### src/tlm_pkg.sv
// ----------------------------------------------------------------------------
// Two-list merge package
// Shared constants, types and codes for the two-list merge unit.
// ----------------------------------------------------------------------------
package tlm_pkg;

   localparam int LIST_DEPTH = 32;
   localparam int DATA_W     = 32;
   localparam int CMD_W      = 2;
   localparam int IDX_W      = (LIST_DEPTH > 1) ? $clog2(LIST_DEPTH) : 1;
   localparam int CNT_W      = $clog2(LIST_DEPTH + 1);
   localparam int SUM_W      = CNT_W + 1;

   typedef logic signed [DATA_W-1:0] data_type;
   typedef logic [CMD_W-1:0]         cmd_type;
   typedef logic [IDX_W-1:0]         idx_type;
   typedef logic [CNT_W-1:0]         cnt_type;
   typedef logic [SUM_W-1:0]         sum_type;

   // Command codes carried on the request channel.
   localparam cmd_type CMD_LOAD_A = 2'd0;
   localparam cmd_type CMD_LOAD_B = 2'd1;
   localparam cmd_type CMD_START  = 2'd2;

   typedef enum logic [1:0] {
      ST_IDLE,
      ST_READ,
      ST_PICK
   } state_type;

   // Status from the merge sequencer to the top level.
   typedef struct packed {
      logic busy;
      logic done;
   } status_type;

endpackage

### src/tlm_req_if.sv
// ----------------------------------------------------------------------------
// Request channel interface
// Valid/ready channel that carries a command and an element value.
// ----------------------------------------------------------------------------
interface tlm_req_if;
   logic               valid;
   logic               ready;
   tlm_pkg::cmd_type   cmd;
   tlm_pkg::data_type  value;

   modport source (output valid, output cmd, output value, input ready);
   modport sink   (input valid, input cmd, input value, output ready);
endinterface

### src/tlm_rsp_if.sv
// ----------------------------------------------------------------------------
// Response channel interface
// Valid/ready channel that carries one merged element and its last flag.
// ----------------------------------------------------------------------------
interface tlm_rsp_if;
   logic               valid;
   logic               ready;
   tlm_pkg::data_type  value_res;
   logic               last;

   modport source (output valid, output value_res, output last, input ready);
   modport sink   (input valid, input value_res, input last, output ready);
endinterface

### src/tlm_list_ram.sv
// ----------------------------------------------------------------------------
// List storage
// Single-write, single-read memory with a registered read port.
// ----------------------------------------------------------------------------
module tlm_list_ram (
   input  logic              clock,
   input  logic              wr_en,
   input  tlm_pkg::idx_type  wr_addr,
   input  tlm_pkg::data_type wr_data,
   input  tlm_pkg::idx_type  rd_addr,
   output tlm_pkg::data_type rd_data
);
   import tlm_pkg::*;

   data_type mem [LIST_DEPTH];
   data_type rd_data_ff;

   always_ff @(posedge clock) begin
      if (wr_en) begin
         mem[wr_addr] <= wr_data;
      end
   end

   always_ff @(posedge clock) begin
      rd_data_ff <= mem[rd_addr];
   end

   assign rd_data = rd_data_ff;
endmodule

### src/tlm_merge_ctrl.sv
// ----------------------------------------------------------------------------
// Merge sequencer
// Walks both lists with one shared signed compare and drives the response
// register, one element at a time: a read step, then a compare step.
// ----------------------------------------------------------------------------
module tlm_merge_ctrl (
   input  logic                clock,
   input  logic                reset,
   input  logic                start,
   input  tlm_pkg::cnt_type    count_a,
   input  tlm_pkg::cnt_type    count_b,
   output tlm_pkg::idx_type    rd_addr_a,
   output tlm_pkg::idx_type    rd_addr_b,
   input  tlm_pkg::data_type   rd_data_a,
   input  tlm_pkg::data_type   rd_data_b,
   output tlm_pkg::status_type status,
   tlm_rsp_if.source           rsp_chan
);
   import tlm_pkg::*;

   state_type state_ff, state_in;
   cnt_type   ia_ff, ia_in;
   cnt_type   ib_ff, ib_in;
   logic      valid_ff, valid_in;
   data_type  value_ff, value_in;
   logic      last_ff, last_in;

   logic      out_free;
   logic      take_b;
   sum_type   total;
   sum_type   next_k;
   logic      is_last;

   always_ff @(posedge clock) begin
      if (reset) begin
         state_ff <= ST_IDLE;
         valid_ff <= 1'b0;
      end else begin
         state_ff <= state_in;
         valid_ff <= valid_in;
      end
   end

   always_ff @(posedge clock) begin
      ia_ff    <= ia_in;
      ib_ff    <= ib_in;
      value_ff <= value_in;
      last_ff  <= last_in;
   end

   assign total    = {1'b0, count_a} + {1'b0, count_b};
   assign next_k   = {1'b0, ia_ff} + {1'b0, ib_ff} + SUM_W'(1);
   assign is_last  = (next_k == total);
   assign out_free = !valid_ff || rsp_chan.ready;
   // B wins when A is used up, and also on a tie.
   assign take_b   = (ia_ff >= count_a) ||
                     ((ib_ff < count_b) && !(rd_data_a < rd_data_b));

   always_comb begin
      state_in    = state_ff;
      ia_in       = ia_ff;
      ib_in       = ib_ff;
      valid_in    = valid_ff && !rsp_chan.ready;
      value_in    = value_ff;
      last_in     = last_ff;
      status.busy = (state_ff != ST_IDLE);
      status.done = 1'b0;
      case (state_ff)
         ST_IDLE: begin
            if (start && (total != '0)) begin
               ia_in    = '0;
               ib_in    = '0;
               state_in = ST_READ;
            end
         end
         ST_READ: begin
            state_in = ST_PICK;
         end
         ST_PICK: begin
            if (out_free) begin
               valid_in = 1'b1;
               last_in  = is_last;
               if (take_b) begin
                  value_in = rd_data_b;
                  ib_in    = ib_ff + CNT_W'(1);
               end else begin
                  value_in = rd_data_a;
                  ia_in    = ia_ff + CNT_W'(1);
               end
               if (is_last) begin
                  status.done = 1'b1;
                  state_in    = ST_IDLE;
               end else begin
                  state_in = ST_READ;
               end
            end
         end
         default: begin
            state_in = ST_IDLE;
         end
      endcase
   end

   assign rd_addr_a = ia_ff[IDX_W-1:0];
   assign rd_addr_b = ib_ff[IDX_W-1:0];

   assign rsp_chan.valid     = valid_ff;
   assign rsp_chan.value_res = value_ff;
   assign rsp_chan.last      = last_ff;
endmodule

### src/two_list_merge_unit.sv
// ----------------------------------------------------------------------------
// Two-list merge unit
// Stores two lists of signed 32-bit elements and emits their sorted merge.
// ----------------------------------------------------------------------------
// Usage:
// The request channel carries a command and a value. A load-A or load-B
// transaction appends the value to that list; a load into a full list is
// dropped. Unused command code 3 is accepted and ignored.
// A start transaction merges both lists onto the response channel, smallest
// element first, taking from list B when the heads are equal, and flags the
// final element with last. Both lists are then empty again.
// Each merged element passes a read step, the registered memory read of
// both list heads, and then a compare step, the shared signed compare that
// loads the response register. The request channel is held for the whole
// merge; a start with both lists empty is a no-op.
// The response register decouples the two channels: loads are accepted
// while the final element of a merge still waits to be taken. When the
// receiver stalls, the sequencer holds in its compare step.
// Reset empties both lists and clears the response valid flag; list contents
// are not cleared and are read only after they have been written.
// ----------------------------------------------------------------------------
module two_list_merge_unit (
   input  logic      clock,
   input  logic      reset,
   tlm_req_if.sink   req_chan,
   tlm_rsp_if.source rsp_chan
);
   import tlm_pkg::*;

   cnt_type    count_a_ff, count_a_in;
   cnt_type    count_b_ff, count_b_in;
   logic       req_fire;
   logic       wr_en_a;
   logic       wr_en_b;
   logic       start;
   idx_type    rd_addr_a;
   idx_type    rd_addr_b;
   data_type   rd_data_a;
   data_type   rd_data_b;
   status_type status;

   // Requests are taken only while the sequencer is idle.
   assign req_chan.ready = !status.busy;
   assign req_fire       = req_chan.valid && req_chan.ready;

   // A load beyond the list depth is dropped and leaves its count alone.
   assign wr_en_a = req_fire && (req_chan.cmd == CMD_LOAD_A) &&
                    (count_a_ff < CNT_W'(LIST_DEPTH));
   assign wr_en_b = req_fire && (req_chan.cmd == CMD_LOAD_B) &&
                    (count_b_ff < CNT_W'(LIST_DEPTH));
   assign start   = req_fire && (req_chan.cmd == CMD_START);

   always_comb begin
      count_a_in = count_a_ff;
      count_b_in = count_b_ff;
      if (status.done) begin
         count_a_in = '0;
         count_b_in = '0;
      end else begin
         if (wr_en_a) begin
            count_a_in = count_a_ff + CNT_W'(1);
         end
         if (wr_en_b) begin
            count_b_in = count_b_ff + CNT_W'(1);
         end
      end
   end

   always_ff @(posedge clock) begin
      if (reset) begin
         count_a_ff <= '0;
         count_b_ff <= '0;
      end else begin
         count_a_ff <= count_a_in;
         count_b_ff <= count_b_in;
      end
   end

   tlm_list_ram u_list_a (
      .clock   (clock),
      .wr_en   (wr_en_a),
      .wr_addr (count_a_ff[IDX_W-1:0]),
      .wr_data (req_chan.value),
      .rd_addr (rd_addr_a),
      .rd_data (rd_data_a)
   );

   tlm_list_ram u_list_b (
      .clock   (clock),
      .wr_en   (wr_en_b),
      .wr_addr (count_b_ff[IDX_W-1:0]),
      .wr_data (req_chan.value),
      .rd_addr (rd_addr_b),
      .rd_data (rd_data_b)
   );

   tlm_merge_ctrl u_merge_ctrl (
      .clock     (clock),
      .reset     (reset),
      .start     (start),
      .count_a   (count_a_ff),
      .count_b   (count_b_ff),
      .rd_addr_a (rd_addr_a),
      .rd_addr_b (rd_addr_b),
      .rd_data_a (rd_data_a),
      .rd_data_b (rd_data_b),
      .status    (status),
      .rsp_chan  (rsp_chan)
   );
endmodule

### src/flat_wrapper.sv
// flat-port wrapper written by rule: the top's interface ports become plain ports
module two_list_merge_unit_flat import tlm_pkg::*;
  (clock, reset, req_chan_valid, req_chan_cmd, req_chan_value, req_chan_ready, rsp_chan_valid, rsp_chan_value_res, rsp_chan_last, rsp_chan_ready);
  tlm_req_if req_chan_i ();
  tlm_rsp_if rsp_chan_i ();
  input  logic clock;
  input  logic reset;
  input wire logic [$bits(req_chan_i.valid)-1:0] req_chan_valid;
  input wire logic [$bits(req_chan_i.cmd)-1:0] req_chan_cmd;
  input wire logic [$bits(req_chan_i.value)-1:0] req_chan_value;
  output wire logic [$bits(req_chan_i.ready)-1:0] req_chan_ready;
  output wire logic [$bits(rsp_chan_i.valid)-1:0] rsp_chan_valid;
  output wire logic [$bits(rsp_chan_i.value_res)-1:0] rsp_chan_value_res;
  output wire logic [$bits(rsp_chan_i.last)-1:0] rsp_chan_last;
  input wire logic [$bits(rsp_chan_i.ready)-1:0] rsp_chan_ready;
  assign req_chan_i.valid = req_chan_valid;
  assign req_chan_i.cmd = req_chan_cmd;
  assign req_chan_i.value = req_chan_value;
  assign req_chan_ready = req_chan_i.ready;
  assign rsp_chan_valid = rsp_chan_i.valid;
  assign rsp_chan_value_res = rsp_chan_i.value_res;
  assign rsp_chan_last = rsp_chan_i.last;
  assign rsp_chan_i.ready = rsp_chan_ready;
  two_list_merge_unit u_core (.clock(clock), .reset(reset), .req_chan(req_chan_i), .rsp_chan(rsp_chan_i));
endmodule
### config.mk
export PLATFORM = sky130hd
export DESIGN_NAME = two_list_merge_unit_flat
export DESIGN_NICKNAME = d
export VERILOG_FILES = /design/src/tlm_pkg.sv /design/src/tlm_req_if.sv /design/src/tlm_rsp_if.sv /design/src/tlm_list_ram.sv /design/src/tlm_merge_ctrl.sv /design/src/two_list_merge_unit.sv /design/src/flat_wrapper.sv
export SDC_FILE = /design/constraint.sdc
export NUM_CORES = 2
export LEC_CHECK = 0
export BUFFER_PORTS_ARGS = -buffer_cell sky130_fd_sc_hd__buf_4
export CAP_MARGIN = 20
export CORE_MARGIN = 5
export CORE_UTILIZATION = 35
export CTS_CLUSTER_DIAMETER = 100
export DETAILED_ROUTE_END_ITERATION = 8
export GPL_TIMING_DRIVEN = 0
export PLACE_DENSITY = 0.47
export REMOVE_ABC_BUFFERS = 1
export SETUP_SLACK_MARGIN = 0.1
export SYNTH_ARGS = -nofsm -noshare
export SYNTH_HDL_FRONTEND = slang
export SYNTH_HIERARCHICAL = 1
export SYNTH_SLANG_ARGS = --single-unit
### constraint.sdc
create_clock -name clock -period 8.25 [get_ports clock]
set_input_delay 0.4125 -clock clock [delete_from_list [all_inputs] [get_ports clock]]
set_output_delay 0.4125 -clock clock [all_outputs]
set_load 0.01 [all_outputs]
==> results.cfg <==
[setup_path]
cell_at_the_slowest_stage_of_the_critical_path = edfxtp_1
worst-endpoint-required_ns = 8.78
r2r_path_start = u_core/u_merge_ctrl/ia_ff[0]
worst-endpoint-arrival_ns = 5.30
timing.critical_path.buf_inv = 3
max_stage_delay_ns = 1.02
ff2ff_setup_slack_ns = 3.48
end_kind = flip-flop
crit_type = reg -> reg
crit_family = compound AO/OA/AOI/OAI gates
timing.reg2reg.worst_path_depth = 10
crit_chain = buf_16, inv_1, ha_1, nand2b_1, a2111oi_0, o31a_2, nand3_1, buf_16, o21ai_0, o21ba_2
highest_net_fanout_along_the_worst_path = 35
r2r_end = u_core/u_merge_ctrl/ia_ff[1]
critical_path_s_most_frequent_cell = buf_16
start_kind = flip-flop

[placement]
gpl.final_weighted_congestion = 0.766
buffer_ports.inserted = 72
detailedPlacementHpwl_mm = 144

[timing]
grt_setup_unrepaired = false
relSlewSlack_pct = 13.7
report.final.setup_viol = 0
max_clock_freq_mhz = 209
clock-skew-final_ns = 0.0253
finalCriticalPeriod_ns = 4.77
finalMaxSlewViolations = 0
worst_slew_pin_slew_ns = 1.29
min_period_over_period_pct = 57.9
final_hold_viol_count = 0

[synth]
ys.warnings.count = 6
synth-async-reset-ratio_pct = 0
synth_largest_area_cell = edfxtp_1
netlist_instances = 5031
synth_sequential_area_ratio_pct = 75.2
post-synth-top-area-fraction_pct = 73.4
syn-mean-instance-area_um2 = 17.0
synth_area_um2 = 85700
yosys-top-cells-count = edfxtp_1, mux2i_1, nand2_1
yosysMostFrequentCell = edfxtp_1
synthFlopType = edfxtp_1
post_synth_num_cell_types = 69
synth_area_leaders = edfxtp_1, mux2i_1, dfxtp_1
synth.ff_latch_count = 2172
synth-edff-count = 2093

[routing]
antenna_violating_nets_post_route = 0
wire_per_inst_um = 27.0
total_routed_wirelength_mm = 234
drt_via_density = 5.22
drc_errors = 0
num_vias = 45185
dr.first_iter.drc_count = 3687
drt-pass1-iter-count = 5

[pwr]
power.density_cell_area_nw_per_um2 = 217
max-vdd-ir-drop_mv = 0.205
cellLeakagePower_nw = 34.2
totalPowerFinal_mw = 21.9

[global_routing]
grt.met2_usage_pct = 28.5
antenna_found_initial = 18
gr-total-overflow = 0
use_met3_pct = 3.17
global_route.usage.total_pct = 18.0
grt_util_met1_pct = 25.2
grt_first_pass_wirelength_mm = 331
grt_busiest_layer = met2
first_global_vias = 44798
grt_start_max_net_pins = 65

[worst_hold_path]
min-delay-path-class = in -> reg
hold_path_depth = 4
hold_end = u_core/u_merge_ctrl/rsp_chan.valid
worstHoldStart = rsp_chan_ready

[status]
run_status = complete, no violations

[cells_and_area]
num-nets-final = 5344
layout-drive-gt1-share_pct = 12.2
area_delta_synth_final_pct = 17.4
fin_util_pct = 41.3

[job]
maxCapViolations = 0

[clock_network]
cts-root-to-sink-buffers = 3
tritoncts = yes
clock-root-buffer = clkbuf_16
clk-insertion-delay-late_ns = 0.84
cts.sink_count = 2172
clk_pin_slew_worst_paths_ns = 0.07
cts_made_buffers = 216
depth_of_the_cts_h_tree = 4

[floorplanning]
placeableCoreArea_um2 = 243000
row_count = 181
initial_core_utilization_pct = 35.2
dieHeight_um = 505
ioPinCount = 73
chipWidth_um = 505
fp.dieArea_um2 = 255000
[cell type report]
class                   instances  area (µm²)
diodes                         23        57.6
clock buffers                 296        5980
clock inverters                99         609
fillers                     21576      143000
inverters                      50         188
multi-input cells            2526       19900
flip-flops and latches       2172       64400
well taps                    3202        4010
repair buffers                280        5410
[metrics by stage]
stage / area (µm²) / TNS [ns] / instances / setup slack (ns) / hold WS (ns)
2_1_floorplan: 84000 / -1354.26 / 4748 / -12.38 / 0.482
3_3_place_gp: 88500 / -2575.43 / 8022 / -23.38 / 0.587
3_5_place_dp: 93900 / 0 / 8224 / 3.57 / 0.571
4_1_cts: 101000 / 0 / 8624 / 3.52 / 0.0321
5_1_grt: 101000 / 0 / 8626 / 3.14 / 0.0519
6_report: 101000 / 0 / 8648 / 3.48 / 0.0909
[metal layers]
metal | vias to the layer above | part of all wire [%]
li1 | 20313 | -
met1 | 23531 | 45
met2 | 1028 | 46
met3 | 305 | 5.2
met4 | 8 | 2.9
met5 | - | 0.020
[cells in the final DEF (no fill, tap or decap), drive strengths merged, types with 6 or more instances in the layout]
| cell type | count |
|---|---|
| nor2b | 8 |
| or3b | 10 |
| mux2i | 1026 |
| nor3 | 68 |
| edfxtp | 2093 |
| nor3b | 6 |
| nand3 | 206 |
| diode | 23 |
| o22ai | 33 |
| ha | 58 |
| o21ai | 48 |
| a22o | 128 |
| dfxtp | 79 |
| nand4 | 9 |
| nand2 | 251 |
| xnor2 | 13 |
| clkinv | 86 |
| buf | 275 |
| nand3b | 11 |
| or3 | 6 |
| xor2 | 6 |
| nor2 | 94 |
| a31oi | 65 |
| clkbuf | 296 |
| nand2b | 9 |
| inv | 56 |
| a22oi | 192 |
| a21oi | 217 |
[worst max path at each step]
stage | startpoint | to | slack [ns] | cells past startpoint
floorplan | u_core/u_merge_ctrl/ia_ff[0] | u_core/u_merge_ctrl/ia_ff[0] | -12.38 | 7
global placement | u_core/u_merge_ctrl/ia_ff[0] | u_core/u_merge_ctrl/rsp_chan.value_res[22] | -23.38 | 7
detailed placement | u_core/u_merge_ctrl/ia_ff[0] | u_core/u_merge_ctrl/ia_ff[1] | 3.57 | 10
CTS | u_core/u_merge_ctrl/ia_ff[0] | u_core/u_merge_ctrl/ia_ff[1] | 3.52 | 10
global route | u_core/u_merge_ctrl/ia_ff[0] | u_core/u_merge_ctrl/rsp_chan.value_res[20] | 3.14 | 10
finish | u_core/u_merge_ctrl/ia_ff[0] | u_core/u_merge_ctrl/ia_ff[1] | 3.48 | 10
[timing repair]
| action | 4_1_cts | 5_1_grt |
|---|---|---|
| hold endpoints to repair | 9 | 0 |
| setup buffers | 0 | 0 |
| hold buffers | 5 | 0 |
| resized for setup | 0 | 0 |
[logic make-up after synthesis]
group / synth area share, %
simple gates: 3.83
xor+xnor: 0.221
buf+inv: 2.20
fa+ha+maj: 0.894
mux: 12.0
compound gates: 5.64
flops: 75.2
[flip-flops by register name, indices dropped and copies added, names as in the netlist]
register and count:
u_core/u_list_a/mem 1024, u_core/u_list_b/mem 1024, u_core/u_list_a/rd_data 32, u_core/u_list_b/rd_data 32, u_core/u_merge_ctrl/rsp_chan.value_res 32, u_core/count_a_ff 6, u_core/count_b_ff 6, u_core/u_merge_ctrl/ia_ff 6
u_core/u_merge_ctrl/ib_ff 6, u_core/u_merge_ctrl/state_ff 2, u_core/u_merge_ctrl/rsp_chan.last 1, u_core/u_merge_ctrl/rsp_chan.valid 1
[tightest hold or removal path, cell delays in order]
cell	delay, ns
buf_4	0.08
nor2b_1	0.17
nor2_1	0.16
nor2_1	0.05
[power by group]
group          switching [mW]  total [mW]  internal, mW
combinational           0.383       0.525         0.142
clock                    4.03        9.21          5.18
sequential             0.0222        12.1          12.1
No activity file was read; power rests on OpenSTA's default activity.
